[src/avfc_pkg.sv]
// shared types and constants for the alert volume fade controller
package avfc_pkg;

    localparam int          SEEN_DEPTH_DEF = 8;
    localparam logic [7:0]  NO_VOLUME      = 8'hFF;
    localparam logic [9:0]  MS_PER_SEC     = 10'd1000;

    // field widths
    localparam int TIME_W  = 32;
    localparam int VOL_W   = 8;
    localparam int FREQ_W  = 16;
    localparam int WIN_W   = 16;
    localparam int DLYMS_W = 18;
    localparam int IN_W    = 80;
    localparam int OUT_W   = 24;
    localparam int CFG_W   = 16;

    // action codes
    typedef enum logic [1:0] {
        ACT_NONE    = 2'd0,
        ACT_RESTORE = 2'd1,
        ACT_FADE    = 2'd2
    } t_action;

    // configuration register indexes
    typedef enum logic [1:0] {
        CFG_ENABLE   = 2'd0,
        CFG_DELAY    = 2'd1,
        CFG_FADE_VOL = 2'd2,
        CFG_WINDOW   = 2'd3
    } t_cfg_idx;

    // sequencer states
    typedef enum logic [2:0] {
        ST_IDLE,
        ST_PEND,
        ST_TIME,
        ST_SCAN,
        ST_EVAL
    } t_state;

endpackage

[src/alert_volume_fade_controller.sv]
// alert volume fade controller: poll sequencer, session state and result register
// A request passes the states PEND, TIME, SCAN and EVAL before its result is registered;
// SCAN steps through the frequencies held for the session (0 to SEEN_DEPTH) at one entry a cycle,
// and a table hit ends the scan early. A new request is taken only back in IDLE, after EVAL has
// written the result; a stalled result holds the sequencer in EVAL.
// Reset (synchronous, active low): config returns to off, 1 s, 0, 2000 ms; session and
// pending restore are cleared; the result register is emptied.
module alert_volume_fade_controller #(
    parameter int SEEN_DEPTH = avfc_pkg::SEEN_DEPTH_DEF
) (
    input  logic                        i_clk,
    input  logic                        i_rst_n,
    // fields from bit 0: now_ms[31:0], has_alert[32], alert_muted[33],
    // alert_suppressed[34], current_volume[42:35], current_mute_volume[50:43],
    // alert_frequency[66:51], boost_active[67], boost_base_volume[75:68], zero pad
    input  logic                        s_axis_tvalid,
    output logic                        s_axis_tready,
    input  logic [avfc_pkg::IN_W-1:0]   s_axis_tdata,
    // fields from bit 0: action[1:0], volume_out[9:2], mute_volume_out[17:10], zero pad
    output logic                        m_axis_tvalid,
    input  logic                        m_axis_tready,
    output logic [avfc_pkg::OUT_W-1:0]  m_axis_tdata,
    // configuration write channel
    input  logic                        i_cfg_valid,
    output logic                        o_cfg_ready,
    input  logic [1:0]                  i_cfg_index,
    input  logic [avfc_pkg::CFG_W-1:0]  i_cfg_data
);
    import avfc_pkg::*;

    localparam int IW = (SEEN_DEPTH > 1) ? $clog2(SEEN_DEPTH) : 1;
    localparam int CW = $clog2(SEEN_DEPTH + 1);
    localparam logic [CW-1:0] DEPTH_C = CW'(SEEN_DEPTH);

    // configuration registers
    logic                 r_fade_enable;
    logic [7:0]           r_fade_delay;
    logic [DLYMS_W-1:0]   r_delay_lim;
    logic [VOL_W-1:0]     r_fade_volume;
    logic [WIN_W-1:0]     r_window;

    // latched request
    logic [TIME_W-1:0]    r_now;
    logic                 r_has_alert, r_muted, r_suppressed, r_boost;
    logic [VOL_W-1:0]     r_cur, r_cur_mute, r_boost_base;
    logic [FREQ_W-1:0]    r_freq;

    // session and pending restore state
    logic                 r_sess_valid;
    logic [TIME_W-1:0]    r_sess_start;
    logic [VOL_W-1:0]     r_base_vol, r_base_mute;
    logic                 r_faded, r_fade_sent;
    logic [CW-1:0]        r_seen_count;
    logic [FREQ_W-1:0]    r_seen_table [SEEN_DEPTH];
    logic [VOL_W-1:0]     r_pend_vol, r_pend_mute;
    logic [TIME_W-1:0]    r_pend_time;

    // sequencer
    t_state               r_state, n_state;
    logic [CW-1:0]        r_idx;
    logic                 r_found, r_win_exp, r_time_ok;

    // result register
    logic                 r_out_valid;
    t_action              r_out_action;
    logic [VOL_W-1:0]     r_out_vol, r_out_mute;

    logic in_acc, eval_go, st_idle, st_pend, st_time, st_scan, st_eval;
    logic [TIME_W-1:0] unit_b, unit_lim, unit_diff;
    logic unit_gt, scan_live, scan_hit;

    // next values from the evaluation step
    logic                 n_sess_valid;
    logic [TIME_W-1:0]    n_sess_start;
    logic [VOL_W-1:0]     n_base_vol, n_base_mute;
    logic                 n_faded, n_fade_sent;
    logic [CW-1:0]        n_seen_count;
    logic                 n_seen_wr;
    logic [VOL_W-1:0]     n_pend_vol, n_pend_mute;
    logic [TIME_W-1:0]    n_pend_time;
    t_action              n_out_action;
    logic [VOL_W-1:0]     n_out_vol, n_out_mute;

    assign o_cfg_ready   = 1'b1;
    assign s_axis_tready = st_idle;
    assign m_axis_tvalid = r_out_valid;
    assign m_axis_tdata  = {6'd0, r_out_mute, r_out_vol, r_out_action};
    assign in_acc        = s_axis_tvalid && s_axis_tready;

    // state decode
    always_comb begin
        st_idle = 1'b0;
        st_pend = 1'b0;
        st_time = 1'b0;
        st_scan = 1'b0;
        st_eval = 1'b0;
        unique case (r_state)
            ST_IDLE: st_idle = 1'b1;
            ST_PEND: st_pend = 1'b1;
            ST_TIME: st_time = 1'b1;
            ST_SCAN: st_scan = 1'b1;
            ST_EVAL: st_eval = 1'b1;
            default: st_idle = 1'b1;
        endcase
        eval_go = st_eval && (!r_out_valid || m_axis_tready);
    end

    // next state
    always_comb begin
        n_state = r_state;
        unique case (r_state)
            ST_IDLE: if (s_axis_tvalid) n_state = ST_PEND;
            ST_PEND: n_state = ST_TIME;
            ST_TIME: n_state = ST_SCAN;
            ST_SCAN: if (r_found || (r_idx >= r_seen_count)) n_state = ST_EVAL;
            ST_EVAL: if (eval_go) n_state = ST_IDLE;
            default: n_state = ST_IDLE;
        endcase
    end

    always_ff @(posedge i_clk) begin
        if (!i_rst_n) begin
            r_state <= ST_IDLE;
        end else begin
            r_state <= n_state;
        end
    end

    // configuration writes
    always_ff @(posedge i_clk) begin
        if (!i_rst_n) begin
            r_fade_enable <= 1'b0;
            r_fade_delay  <= 8'd1;
            r_delay_lim   <= DLYMS_W'(MS_PER_SEC) - DLYMS_W'(1);
            r_fade_volume <= '0;
            r_window      <= WIN_W'(2000);
        end else if (i_cfg_valid) begin
            unique case (t_cfg_idx'(i_cfg_index))
                CFG_ENABLE:   r_fade_enable <= i_cfg_data[0];
                CFG_DELAY: begin
                    r_fade_delay <= i_cfg_data[7:0];
                    r_delay_lim  <= DLYMS_W'(i_cfg_data[7:0]) * DLYMS_W'(MS_PER_SEC)
                                    - DLYMS_W'(1);
                end
                CFG_FADE_VOL: r_fade_volume <= i_cfg_data[7:0];
                CFG_WINDOW:   r_window <= i_cfg_data;
                default: ;
            endcase
        end
    end

    // request capture
    always_ff @(posedge i_clk) begin
        if (in_acc) begin
            r_now        <= s_axis_tdata[31:0];
            r_has_alert  <= s_axis_tdata[32];
            r_muted      <= s_axis_tdata[33];
            r_suppressed <= s_axis_tdata[34];
            r_cur        <= s_axis_tdata[42:35];
            r_cur_mute   <= s_axis_tdata[50:43];
            r_freq       <= s_axis_tdata[66:51];
            r_boost      <= s_axis_tdata[67];
            r_boost_base <= s_axis_tdata[75:68];
        end
    end

    // shared time unit: wrapped difference against a limit
    always_comb begin
        unit_b   = r_pend_time;
        unit_lim = TIME_W'(r_window);
        if (st_time) begin
            unit_b   = r_sess_valid ? r_sess_start : r_now;
            unit_lim = TIME_W'(r_delay_lim);
        end
        unit_diff = r_now - unit_b;
        unit_gt   = unit_diff > unit_lim;
    end

    // seen table compare, one entry per cycle
    assign scan_live = r_idx < r_seen_count;
    assign scan_hit  = scan_live && (r_seen_table[r_idx[IW-1:0]] == r_freq);

    always_ff @(posedge i_clk) begin
        if (st_pend) begin
            r_win_exp <= unit_gt;
            r_idx     <= '0;
            r_found   <= 1'b0;
        end
        if (st_time) begin
            r_time_ok <= (r_fade_delay == 8'd0) || unit_gt;
        end
        if (st_scan && scan_live) begin
            r_found <= r_found || scan_hit;
            r_idx   <= r_idx + CW'(1);
        end
    end

    // evaluation of one poll
    always_comb begin
        logic clr_pend, is_new, restore_ok, fade_sent_eff;
        clr_pend   = (r_pend_vol != NO_VOLUME) && ((r_cur == r_pend_vol) || r_win_exp);
        is_new     = (r_freq != '0) && !r_found;
        restore_ok = (r_base_vol != NO_VOLUME) && (r_cur != r_base_vol);

        n_sess_valid = r_sess_valid;
        n_sess_start = r_sess_start;
        n_base_vol   = r_base_vol;
        n_base_mute  = r_base_mute;
        n_faded      = r_faded;
        n_fade_sent  = r_fade_sent;
        n_seen_count = r_seen_count;
        n_seen_wr    = 1'b0;
        n_pend_vol   = clr_pend ? NO_VOLUME : r_pend_vol;
        n_pend_mute  = clr_pend ? '0 : r_pend_mute;
        n_pend_time  = clr_pend ? '0 : r_pend_time;
        n_out_action = ACT_NONE;
        n_out_vol    = '0;
        n_out_mute   = '0;
        fade_sent_eff = r_fade_sent;

        if (!r_fade_enable || !r_has_alert || r_muted || r_suppressed) begin
            // session ends, maybe with a restore
            if (r_fade_enable && (!r_has_alert || r_faded) && restore_ok) begin
                n_out_action = ACT_RESTORE;
                n_out_vol    = r_base_vol;
                n_out_mute   = r_base_mute;
                n_pend_vol   = r_base_vol;
                n_pend_mute  = r_base_mute;
                n_pend_time  = r_now;
            end
            if (!r_fade_enable) begin
                n_pend_vol  = NO_VOLUME;
                n_pend_mute = '0;
                n_pend_time = '0;
            end
            n_sess_valid = 1'b0;
            n_sess_start = '0;
            n_base_vol   = NO_VOLUME;
            n_base_mute  = '0;
            n_faded      = 1'b0;
            n_fade_sent  = 1'b0;
            n_seen_count = '0;
        end else if (r_faded && is_new) begin
            // new frequency while faded: restore and restart timer
            if (restore_ok) begin
                n_out_action = ACT_RESTORE;
                n_out_vol    = r_base_vol;
                n_out_mute   = r_base_mute;
                n_pend_vol   = r_base_vol;
                n_pend_mute  = r_base_mute;
                n_pend_time  = r_now;
            end
            n_sess_valid = 1'b1;
            n_sess_start = r_now;
            n_faded      = 1'b0;
            n_fade_sent  = 1'b0;
            if (r_seen_count < DEPTH_C) begin
                n_seen_wr    = 1'b1;
                n_seen_count = r_seen_count + CW'(1);
            end
        end else begin
            // session start
            if (!r_sess_valid) begin
                n_sess_valid = 1'b1;
                n_sess_start = r_now;
                if ((n_pend_vol != NO_VOLUME) && (r_cur < n_pend_vol)) begin
                    n_base_vol  = n_pend_vol;
                    n_base_mute = n_pend_mute;
                    n_pend_vol  = NO_VOLUME;
                    n_pend_mute = '0;
                    n_pend_time = '0;
                end else begin
                    n_base_vol  = (r_boost && (r_boost_base != NO_VOLUME)) ?
                                  r_boost_base : r_cur;
                    n_base_mute = r_cur_mute;
                end
                n_faded       = 1'b0;
                fade_sent_eff = 1'b0;
                n_seen_count  = '0;
                if (r_freq != '0) begin
                    n_seen_wr    = 1'b1;
                    n_seen_count = CW'(1);
                end
            end
            // fade once the delay has run out
            n_fade_sent = fade_sent_eff;
            if (!fade_sent_eff && r_time_ok) begin
                if (r_cur > r_fade_volume) begin
                    n_out_action = ACT_FADE;
                    n_out_vol    = r_fade_volume;
                    n_out_mute   = n_base_mute;
                    n_faded      = 1'b1;
                end
                n_fade_sent = 1'b1;
            end
        end
    end

    // session state update
    always_ff @(posedge i_clk) begin
        if (!i_rst_n) begin
            r_sess_valid <= 1'b0;
            r_sess_start <= '0;
            r_base_vol   <= NO_VOLUME;
            r_base_mute  <= '0;
            r_faded      <= 1'b0;
            r_fade_sent  <= 1'b0;
            r_seen_count <= '0;
            r_pend_vol   <= NO_VOLUME;
            r_pend_mute  <= '0;
            r_pend_time  <= '0;
        end else if (eval_go) begin
            r_sess_valid <= n_sess_valid;
            r_sess_start <= n_sess_start;
            r_base_vol   <= n_base_vol;
            r_base_mute  <= n_base_mute;
            r_faded      <= n_faded;
            r_fade_sent  <= n_fade_sent;
            r_seen_count <= n_seen_count;
            r_pend_vol   <= n_pend_vol;
            r_pend_mute  <= n_pend_mute;
            r_pend_time  <= n_pend_time;
        end
    end

    // seen table write at the fill position
    always_ff @(posedge i_clk) begin
        if (eval_go && n_seen_wr) begin
            r_seen_table[(r_sess_valid && !(r_faded && r_freq != '0 && !r_found)) ?
                         IW'(0) : r_seen_count[IW-1:0]] <= r_freq;
        end
    end

    // result register
    always_ff @(posedge i_clk) begin
        if (!i_rst_n) begin
            r_out_valid <= 1'b0;
        end else if (eval_go) begin
            r_out_valid <= 1'b1;
        end else if (m_axis_tready) begin
            r_out_valid <= 1'b0;
        end
    end

    always_ff @(posedge i_clk) begin
        if (eval_go) begin
            r_out_action <= n_out_action;
            r_out_vol    <= n_out_vol;
            r_out_mute   <= n_out_mute;
        end
    end

endmodule

[config.mk]
export PLATFORM = sky130hd
export DESIGN_NAME = alert_volume_fade_controller
export DESIGN_NICKNAME = d
export VERILOG_FILES = /design/src/avfc_pkg.sv /design/src/alert_volume_fade_controller.sv
export SDC_FILE = /design/constraint.sdc
export NUM_CORES = 1
export LEC_CHECK = 0
export BUFFER_PORTS_ARGS = -buffer_cell sky130_fd_sc_hd__buf_4
export CORE_UTILIZATION = 55
export CTS_BUF_LIST = sky130_fd_sc_hd__clkbuf_4 sky130_fd_sc_hd__clkbuf_8
export DETAILED_ROUTE_END_ITERATION = 12
export PLACE_DENSITY = 0.73
export SYNTH_ARGS = -nofsm -noshare
export SYNTH_HDL_FRONTEND = slang
export SYNTH_SLANG_ARGS = --single-unit
[constraint.sdc]
create_clock -name i_clk -period 12.67 [get_ports i_clk]
set_input_delay 0.6335 -clock i_clk [delete_from_list [all_inputs] [get_ports i_clk]]
set_output_delay 0.6335 -clock i_clk [all_outputs]
set_load 0.02 [all_outputs]
* After elaboration in Yosys (flattened, before gate mapping) *
Memories as Yosys holds them, arrays and structs flattened. A register that Yosys moved wholly into a read port is not among the register bits.
Index checks and enable logic that the tools add are counted.

cells by class
  $add $sub $neg = 4
  multipliers = 1
  div/mod/pow operators = 0
  magnitude comparators = 6
  equal/unequal tests = 21
  shifts and indexed selects = 0
  muxes and demuxes = 97
  bitwise gates (word level) = 0
  reductions and logical operators = 47

operators with widths
  cell                                                 number
  two-way mux 32 bit                                   12
  two-way mux 8 bit                                    37
  > comparator 32 bit                                  1
  inequality test 8 bit (second input constant)        4
  subtractor 32 bit                                    1
  two-way mux 1 bit                                    31
  two-way mux 4 bit                                    6
  two-way mux 18 bit                                   1
  subtractor 18 x 1 -> 18 bit (second input constant)  1
  logical AND 1 bit                                    17
  equality test 16 bit                                 1
  nonzero test 16 bit                                  1
  multiplier 8 x 7 -> 15 bit (second input constant)   1
  two-way mux 3 bit                                    5
  one-hot mux 3 bit (5 select lines)                   1
  AND reduction 2 bit                                  5
  logical OR 1 bit                                     9
  AND reduction 3 bit                                  3
  adder 4 x 1 -> 4 bit (second input constant)         2
  equality test 8 bit                                  1
  > comparator 8 bit                                   1
  logical NOT 8 bit                                    1
  < comparator 8 bit                                   1
  two-way mux 2 bit                                    4
  other kinds (18)                                     29

word-level totals
  bits in registers = 259
  latch bits = 0
  memory bits (writable) = 128
  memory bits (read-only) = 0
  output and inout port bits = 27
  word-level logic and storage cells = 210
  memories = 1

memories
  name          depth  width  rd ports  clocked after Yosys merged registers in  wr ports  line                                source
  r_seen_table  8      16     1         1                                        1         alert_volume_fade_controller.sv:54  logic [FREQ_W-1:0] r_seen_table [SEEN_DEPTH];

* Longest topological paths before layout *
Gate-level depths: netlist (run 1).

  word-level depth = 12
  depth in mapped cells = 26
  gate-level depth less buffers = 23

* Worst setup path after synthesis (run 1) *
OpenSTA, ideal clock, no wires.

  kind = register -> register
  start point = register r_state[2]
  end point = register r_time_ok, data pin
  setup time = 0.271 ns
  arrival time = 4.601 ns
  setup slack = 7.798 ns
  cell stages (with the launch flop) = 21
  clock period less this slack = 4.872 ns
  path through = dfxtp_1 clkbuf_1 or2_2 nor2_1 clkbuf_1 clkbuf_1 a21oi_1 fa_1 nand2b_1 a21o_1 a21oi_1 a31o_4 a21oi_1 xnor2_1 ha_1 a22o_1 nor4_1 o211ai_1 a2111oi_4 and4_1 nand4_1

between the ends
  word-level cells in the longest chain between the ends = 6

ends and longest elaborated chain
  element                           line                                 source
  start, declared                   alert_volume_fade_controller.sv:59   t_state r_state, n_state;
  start signal, assigned            alert_volume_fade_controller.sv:125  r_state <= n_state;
  equality test 3 x 2 -> 1 bit (*)  alert_volume_fade_controller.sv:97   unique case (r_state)
  two-way mux 1 bit (*)             alert_volume_fade_controller.sv:97
  two-way mux 32 bit                alert_volume_fade_controller.sv:171  if (st_time) begin
  subtractor 32 bit                 alert_volume_fade_controller.sv:175  unit_diff = r_now - unit_b;
  > comparator 32 bit (*)           alert_volume_fade_controller.sv:176  unit_gt = unit_diff > unit_lim;
  logical OR 1 bit (*)              alert_volume_fade_controller.sv:190  r_time_ok <= (r_fade_delay == 8'd0) || unit_gt;
  end signal, assigned              alert_volume_fade_controller.sv:190
  end, declared                     alert_volume_fade_controller.sv:61   logic r_found, r_win_exp, r_time_ok;

Every way passes the cells marked *; elsewhere a longest branch is shown, timed or not.
A chain may end at the register's enable or synchronous reset.

* Worst setup path in the final report (run 1) *
  start point = register r_state[2]
  end point = register r_win_exp, data pin

between the ends
  word-level cells in the longest chain between the ends = 5

ends and longest elaborated chain
  element                           line                                 source
  equality test 3 x 2 -> 1 bit (*)  alert_volume_fade_controller.sv:97
  two-way mux 1 bit (*)             alert_volume_fade_controller.sv:97
  two-way mux 32 bit                alert_volume_fade_controller.sv:171
  subtractor 32 bit                 alert_volume_fade_controller.sv:175
  > comparator 32 bit (*)           alert_volume_fade_controller.sv:176
  via unit_gt                       alert_volume_fade_controller.sv:70   logic unit_gt, scan_live, scan_hit;
  end signal, assigned              alert_volume_fade_controller.sv:185  r_win_exp <= unit_gt;
  end, declared                     alert_volume_fade_controller.sv:61

Mark *: on every way through the listed nets, which the timed path passes. The rest lies on a longest branch.

==> run_results.csv, run 1 <==
group,metric,value,unit
worst_setup_path,cp.arrival,6.05,ns
cts,clkTransAtPathRegs,0.06,ns
worst_setup_path,r2r_slack,6.94,ns
worst_setup_path,crit_start,"r_state[2]",
worst_setup_path,cpPeakStageDelay,0.64,ns
placement,place_hpwl,27.60,mm
sta,finalCritPeriodShare,0.4525,
cts,cts_hold_buffers,0,
drt,drt_iter0_drc,792,
worst_setup_path,critPathMaxFanout,84,
pwr,internal_power,0.002452,W
final_layout,finalNetCount,2075,
sta,fin_ws,6.937,ns
cts,clockRootBuffer,"clkbuf_8",
drt,avgRoutedWirePerCell,18.16,um
pwr,power_switching,0.001085,W
sta,final.min_clock_period,5.733,ns
placement,dp_slack,7.029,ns
cts,cts_resized,0,
final_layout,nFillCells,2720,
grt,grt_max_degree,85,
final_layout,areaGrowthSynthToFinish,13.37,%
job,cap_violations,0,
sta,setup_violations,0,
logic_synthesis,synth_ff_type,"edfxtp_1",
sta,hold_viol,0,
min_path,hold_class,"input port to flip-flop",
pwr,p_clk_frac,0.325,
floorplan,floorplan.rows,68,
worst_setup_path,crit_path_end_kind,"flip-flop",
logic_synthesis,synthesis.area,0.01945,mm^2
pwr,comb_power_share,0.263,
worst_setup_path,crit_slowest_cell,"buf_4",
cts,clock_path_buffers,3,
placement,place.gp.congestion,0.8524,
grt,grt_pass1_wl,68.83,mm
logic_synthesis,synth.most_common_cell,"edfxtp_1",
sta,drv_slew,0,
worst_setup_path,critPathRequiredTime,12.98,ns
sta,whs,0.2020,ns
worst_setup_path,critPathLaunchType,"flip-flop",
grt,grt_usage,0.2402,
pwr,leakage,8.158,nW
cts,cts_tree,"yes",
drt,vias_per_cell,5.795,
sta,slew_headroom,0.2219,
drt,post-route-drc-count,0,
floorplan,core,0.03463,mm^2
worst_setup_path,r2r-start,"r_state[2]",
worst_setup_path,cpMostUsedCell,"o211ai_1",
sta,timing.fmax,0.1744,GHz
floorplan,io_pins,130,
final_layout,postLayoutCoreUtil,0.6368,
sta,rsz0062_at_grt,"no",
floorplan,die_w,190.1,um
floorplan,start_util,0.5617,
placement,place.port_buffers,118,
worst_setup_path,r2r_end,"r_win_exp",
sta,setup_tns,0,ns
cts,cts_inserted_buffers,66,
logic_synthesis,synth_enable_flop_cells,229,
worst_setup_path,cp_cell_sequence,"or2_2 > nor2_4 > buf_4 > o21ai_0 > ha_1 > and4_2 > nor4b_1 > o211ai_1 > o211ai_1 > nand3_1 > nand2_1 > xor2_1 > ha_1 > a22o_1 > nor4_1 > o211ai_1 > a2111oi_4 > and4_1 > nand4_1",
pwr,ir_drop,0.00009472,V
logic_synthesis,synthTopCellsByArea,"edfxtp_1 (35%), dfxtp_1 (16%), ha_1 (6.9%)",
logic_synthesis,synth_cell_types,79,
drt,drtPass1Iterations,5,
logic_synthesis,ys_seq_area_frac,0.5162,
sta,fin_skew,0.04514,ns
cts,h-tree-depth,3,
logic_synthesis,yosys_warnings,0,
logic_synthesis,synth_async_sr_flop_share,0,
pwr,seqPwrFrac,0.412,
grt,antenna_found_initial,0,
sta,worst_pin_slew,1.166,ns
logic_synthesis,synthCells,1721,
floorplan,fp.dieArea,0.03612,mm^2
placement,postPlaceCellArea,0.02069,mm^2
cts,worstSkewPairLatency,0.61,ns
logic_synthesis,ys_seq_elements,387,
run_status,status,"finished, final reports clean",
worst_setup_path,crit_end,"r_win_exp",
drt,route.vias.total,13600,
cts,clkSinkCount,387,
grt,grt_pass1_vias,13520,
pwr,sw_frac_of_total,0.3067,
cts,cts_setup_buffers,0,
final_layout,drive_above_1_share,0.1638,
logic_synthesis,synth_top_area_frac,0.3536,
drt,wl,42.63,mm
worst_setup_path,r2r_cells,19,
logic_synthesis,synth.largest_area_cell,"edfxtp_1",
final_layout,fin_area,0.02205,mm^2
grt,grt.overflow.total,0,
final_layout,antenna_cells,0,
logic_synthesis,syn_avg_cell_area,11.30,um^2
floorplan,fp.dieH,190.1,um
worst_setup_path,worst-setup-path-type,"flip-flop to flip-flop",
pwr,power_density,160.4,mW/mm^2
logic_synthesis,synthTopCellsByCount,"edfxtp_1 (229), nand2_1 (162), dfxtp_1 (158), nor2_1 (137), a21oi_1 (114)",
drt,ant_nets,0,
-- final cells by class --
class / instances / area, um^2 / share of cell area
clock buffers: 97 / 1160 / 0.05260
flip-flops and latches: 387 / 10040 / 0.4555
multi-input cells: 1190 / 8865 / 0.4020
inverters: 69 / 259.0 / 0.01175
well taps: 455 / 569.3 / 0.02582
clock inverters: 22 / 200.2 / 0.009079
repair buffers: 127 / 953.4 / 0.04324
-- kinds of logic after synthesis --
kind of cell / count (synthesis) / share of synthesized area
xor+xnor: 78 / 0.03512
compound gates: 404 / 0.1367
mux: 107 / 0.07565
fa+ha+maj: 131 / 0.09315
flops: 387 / 0.5162
simple gates: 463 / 0.1111
buf+inv: 149 / 0.03171
other cells: 2 / 0.0003861
-- flip-flops by register name, summed over array words and instances, names as in the netlist, 3 cells and up, named ones only --
register       flops
r_fade_volume      8
r_pend_vol         8
r_seen_count       4
r_base_mute        8
r_base_vol         8
r_now             32
r_cur              8
r_pend_mute        8
r_sess_start      32
r_idx              4
r_cur_mute         8
r_state            3
r_freq            16
r_out_mute         8
r_boost_base       8
r_pend_time       32
r_delay_lim       15
r_window          16
r_fade_delay       8
r_out_vol          8
r_seen_table     128
-- power by group through the flow --
stage                     Sequential [W]  Combinational, W  Clock [W]
after global routing             0.00146           0.00104    0.00123
after global placement           0.00148          0.000901          0
after CTS                        0.00146          0.000930    0.00117
after floorplan                  0.00145          0.000728          0
final                            0.00146          0.000931    0.00115
after detailed placement         0.00148          0.000919          0
-- placed cells by master, fill, tap and decap left out, types with 8 or more instances in the layout --
cell / instances
a21o_1: 24
a21oi_1: 113
a22o_1: 43
a22oi_1: 34
and3_1: 9
buf_4: 127
clkbuf_4: 28
clkbuf_8: 69
clkinv_1: 8
dfxtp_1: 155
edfxtp_1: 229
fa_1: 23
ha_1: 108
inv_1: 67
mux2i_1: 75
mux4_2: 32
nand2_1: 162
nand2b_1: 15
nand3_1: 25
nand4_1: 25
nor2_1: 128
nor2_2: 8
nor2b_1: 8
nor3_1: 22
nor4_1: 14
o211ai_1: 14
o21a_1: 11
o21ai_0: 85
o21ai_1: 9
o22ai_1: 9
or3b_1: 8
xnor2_1: 32
xor2_1: 46
-- metrics by stage --
| stage | power, W | std cells |
|---|---|---|
| 3_3_place_gp | 0.002381 | 2228 |
| 4_1_cts | 0.003559 | 2347 |
| 3_5_place_dp | 0.002402 | 2228 |
| 2_1_floorplan | 0.002180 | 1726 |
| 5_1_grt | 0.003732 | 2347 |
| 6_report | 0.003537 | 2347 |
-- critical path: cells and delay by family (launching register included) --
kind	cells	cell delay, ns
simple gates	9	1.88
fa+ha+maj	2	0.74
xor+xnor	1	0.29
flops	1	0.38
compound gates	6	1.45
buf+inv	1	0.64
-- routing by layer --
layer,share of wire,vias to the layer above,global-route usage
met2,0.49,367,0.4076
li1,-,6597,-
met1,0.44,6554,0.3095
met3,0.049,83,0.03929
met5,0,-,0
met4,0.024,0,0.08654
-- worst min-delay path by stage --
stage	endpoint	cells after the start	from	slack (ns)
floorplan	r_delay_lim[15]	2	r_delay_lim[15]	0.43
global placement	r_fade_delay[3]	2	r_fade_delay[3]	0.44
detailed placement	r_delay_lim[15]	2	r_delay_lim[15]	0.44
CTS	r_boost_base[2]	1	s_axis_tdata[70]	0.16
global route	r_boost_base[5]	1	s_axis_tdata[73]	0.17
finish	r_boost_base[5]	1	s_axis_tdata[73]	0.20
Note: power is estimated with default switching activity, not from simulation.
==> run 2: changes to the inputs <==
clock period = 5.7 ns   (was 12.67 ns; I/O delays follow)
==> run 2 against run 1 <==
- final cell count grew 4.2%
- sequential share of layout area shrank 2.0 points
- die area is the same
- register-to-register slack lost 6.4 ns
- routed wire length grew 3.9%
- cell area grew 4.5%
- worst hold slack lost 0.16 ns
- core utilization grew 2.9 points
==> run_results.csv, run 2 (synthesized netlist as in run 1, its figures left out) <==
group,metric,value,unit
final_layout,finalNetCount,2172,
worst_setup_path,r2r_cells,19,
drt,ant_nets,0,
final_layout,areaGrowthSynthToFinish,18.51,%
cts,cts_tree,"yes",
sta,whs,0.04495,ns
drt,drtPass1Iterations,5,
drt,dr_wl_met3,2.062,mm
final_layout,largest_reg_flops,128,
drt,route.vias.total,14080,
worst_setup_path,crit_start,"r_state[2]",
run_status,status,"finished, final reports clean",
job,cap_violations,0,
pwr,power_density,341.9,mW/mm^2
worst_setup_path,crit_path_end_kind,"flip-flop",
drt,wl,44.27,mm
floorplan,floorplan.rows,68,
floorplan,fp.dieArea,0.03612,mm^2
min_path,hold_class,"input port to flip-flop",
pwr,leakage,8.587,nW
worst_setup_path,cp.arrival,5.54,ns
sta,hold_viol,0,
placement,place.gp.congestion,0.8976,
drt,avgRoutedWirePerCell,18.10,um
final_layout,mostFrequentLayoutCell,"edfxtp_1",
sta,finalCritPeriodShare,0.9097,
grt,grt_pass1_vias,13940,
placement,dp_slack,0.6128,ns
placement,place_hpwl,28.74,mm
worst_setup_path,crit_slowest_cell,"nor2_4",
drt,drt_iter0_drc,920,
cts,worstSkewPairLatency,0.67,ns
grt,grt_usage,0.2496,
floorplan,core,0.03463,mm^2
sta,fin_skew,0.05059,ns
worst_setup_path,crit_end,"r_win_exp",
sta,timing.fmax,0.1929,GHz
placement,place.port_buffers,118,
sta,worst_pin_slew,1.170,ns
final_layout,mostFrequentLayoutCells,"edfxtp_1 (229), nand2_1 (162), dfxtp_1 (155), buf_4 (131), nor2_1 (128)",
worst_setup_path,critPathLaunchType,"flip-flop",
cts,clockRootBuffer,"clkbuf_8",
floorplan,die_w,190.1,um
pwr,ir_drop,0.0002037,V
drt,post-route-drc-count,0,
floorplan,io_pins,130,
grt,grt_max_degree,79,
worst_setup_path,cpMostUsedCell,"o211ai_1",
sta,rsz0062_at_grt,"no",
grt,grt_pass1_wl,71.38,mm
drt,drt-met1-wl,19.28,mm
final_layout,drive_above_1_share,0.1582,
worst_setup_path,r2r_slack,0.51,ns
sta,drv_slew,0,
worst_setup_path,cp_cell_sequence,"or2_2 > nor2_4 > buf_4 > o21ai_0 > ha_1 > nor3_1 > nor4b_1 > o211ai_1 > o211ai_1 > nand3_1 > nand2_1 > xor2_1 > ha_1 > a22o_1 > nor4_1 > o211ai_1 > a2111oi_4 > and4_1 > nand4_1",
sta,slew_headroom,0.2190,
floorplan,start_util,0.5617,
cts,cts_resized,0,
cts,cts_inserted_buffers,61,
drt,vias_per_cell,5.758,
cts,clkSinkCount,387,
grt,grt.overflow.total,0,
worst_setup_path,r2r_end,"r_win_exp",
final_layout,antenna_cells,0,
grt,antenna_found_initial,0,
worst_setup_path,cpPeakStageDelay,0.41,ns
sta,final.min_clock_period,5.185,ns
final_layout,nFillCells,2584,
floorplan,fp.dieH,190.1,um
cts,cts_setup_buffers,0,
cts,clock_path_buffers,3,
worst_setup_path,r2r-start,"r_state[2]",
worst_setup_path,worst-setup-path-type,"flip-flop to flip-flop",
sta,setup_violations,0,
drt,top_layer_used,"met4",
drt,wl_met2,21.68,mm
worst_setup_path,critPathRequiredTime,6.06,ns
cts,clkTransAtPathRegs,0.07,ns
sta,fin_ws,0.5147,ns
worst_setup_path,critPathMaxFanout,23,
cts,h-tree-depth,2,
sta,setup_tns,0,ns
[run 2: worst min path at each step]
stage                startpoint            end  slack (ns)  cells after the start
6_report         i_cfg_index[0]  r_fade_enable        0.04                      4
5_1_grt          i_cfg_index[0]  r_fade_enable        0.05                      4
4_1_cts          i_cfg_index[0]  r_fade_enable       0.002                      4
3_5_place_dp        r_window[5]    r_window[5]        0.45                      2
3_3_place_gp       r_window[14]   r_window[14]        0.44                      2
2_1_floorplan  s_axis_tdata[67]        r_boost        0.38                      0
[run 2: cell type report]
cell class	instances	area (um^2)	area share
sequential	387	10040	0.4357
multi-input combinational	1190	8865	0.3846
timing repair buffer	229	1964	0.08522
clock buffer	97	1185	0.05140
tap	455	569.3	0.02470
inverter	69	259.0	0.01124
clock inverter	19	165.2	0.007165
[run 2: power by group]
group | internal (W) | switching (W) | total, W
registers | 0.00310 | 0.000141 | 0.00324
logic | 0.000950 | 0.00117 | 0.00212
clock network | 0.00142 | 0.00111 | 0.00253
[run 2: stage by stage]
step | area (um^2) | instances | util | total power (W)
finish | 23050 | 2446 | 0.6657 | 0.007880
global route | 23050 | 2446 | 0.6657 | 0.008345
CTS | 23050 | 2446 | 0.6657 | 0.007942
detailed placement | 20720 | 2232 | 0.5984 | 0.005341
global placement | 20720 | 2232 | 0.5984 | 0.005299
floorplan | 19470 | 1726 | - | 0.004846
[run 2: what timing repair did]
item,CTS,global route
endpoints found under the setup margin,0,0
endpoints found under the hold margin,111,0
hold buffers,98,0
[run 2: per-layer routing]
| metal | GRT usage | vias to the layer above |
|---|---|---|
| li1 | - | 6800 |
| met1 | 0.3213 | 6849 |
| met2 | 0.4235 | 349 |
| met3 | 0.04427 | 86 |
| met4 | 0.08561 | 0 |
| met5 | 0 | - |
[run 2: worst max-delay path: cells and delay by family, from the launching register on]
kind            cells  cell delay (ns)
fa+ha+maj           2             0.68
compound gates      6             1.29
flops               1             0.39
buf+inv             1             0.25
xor+xnor            1             0.16
simple gates        9             2.07
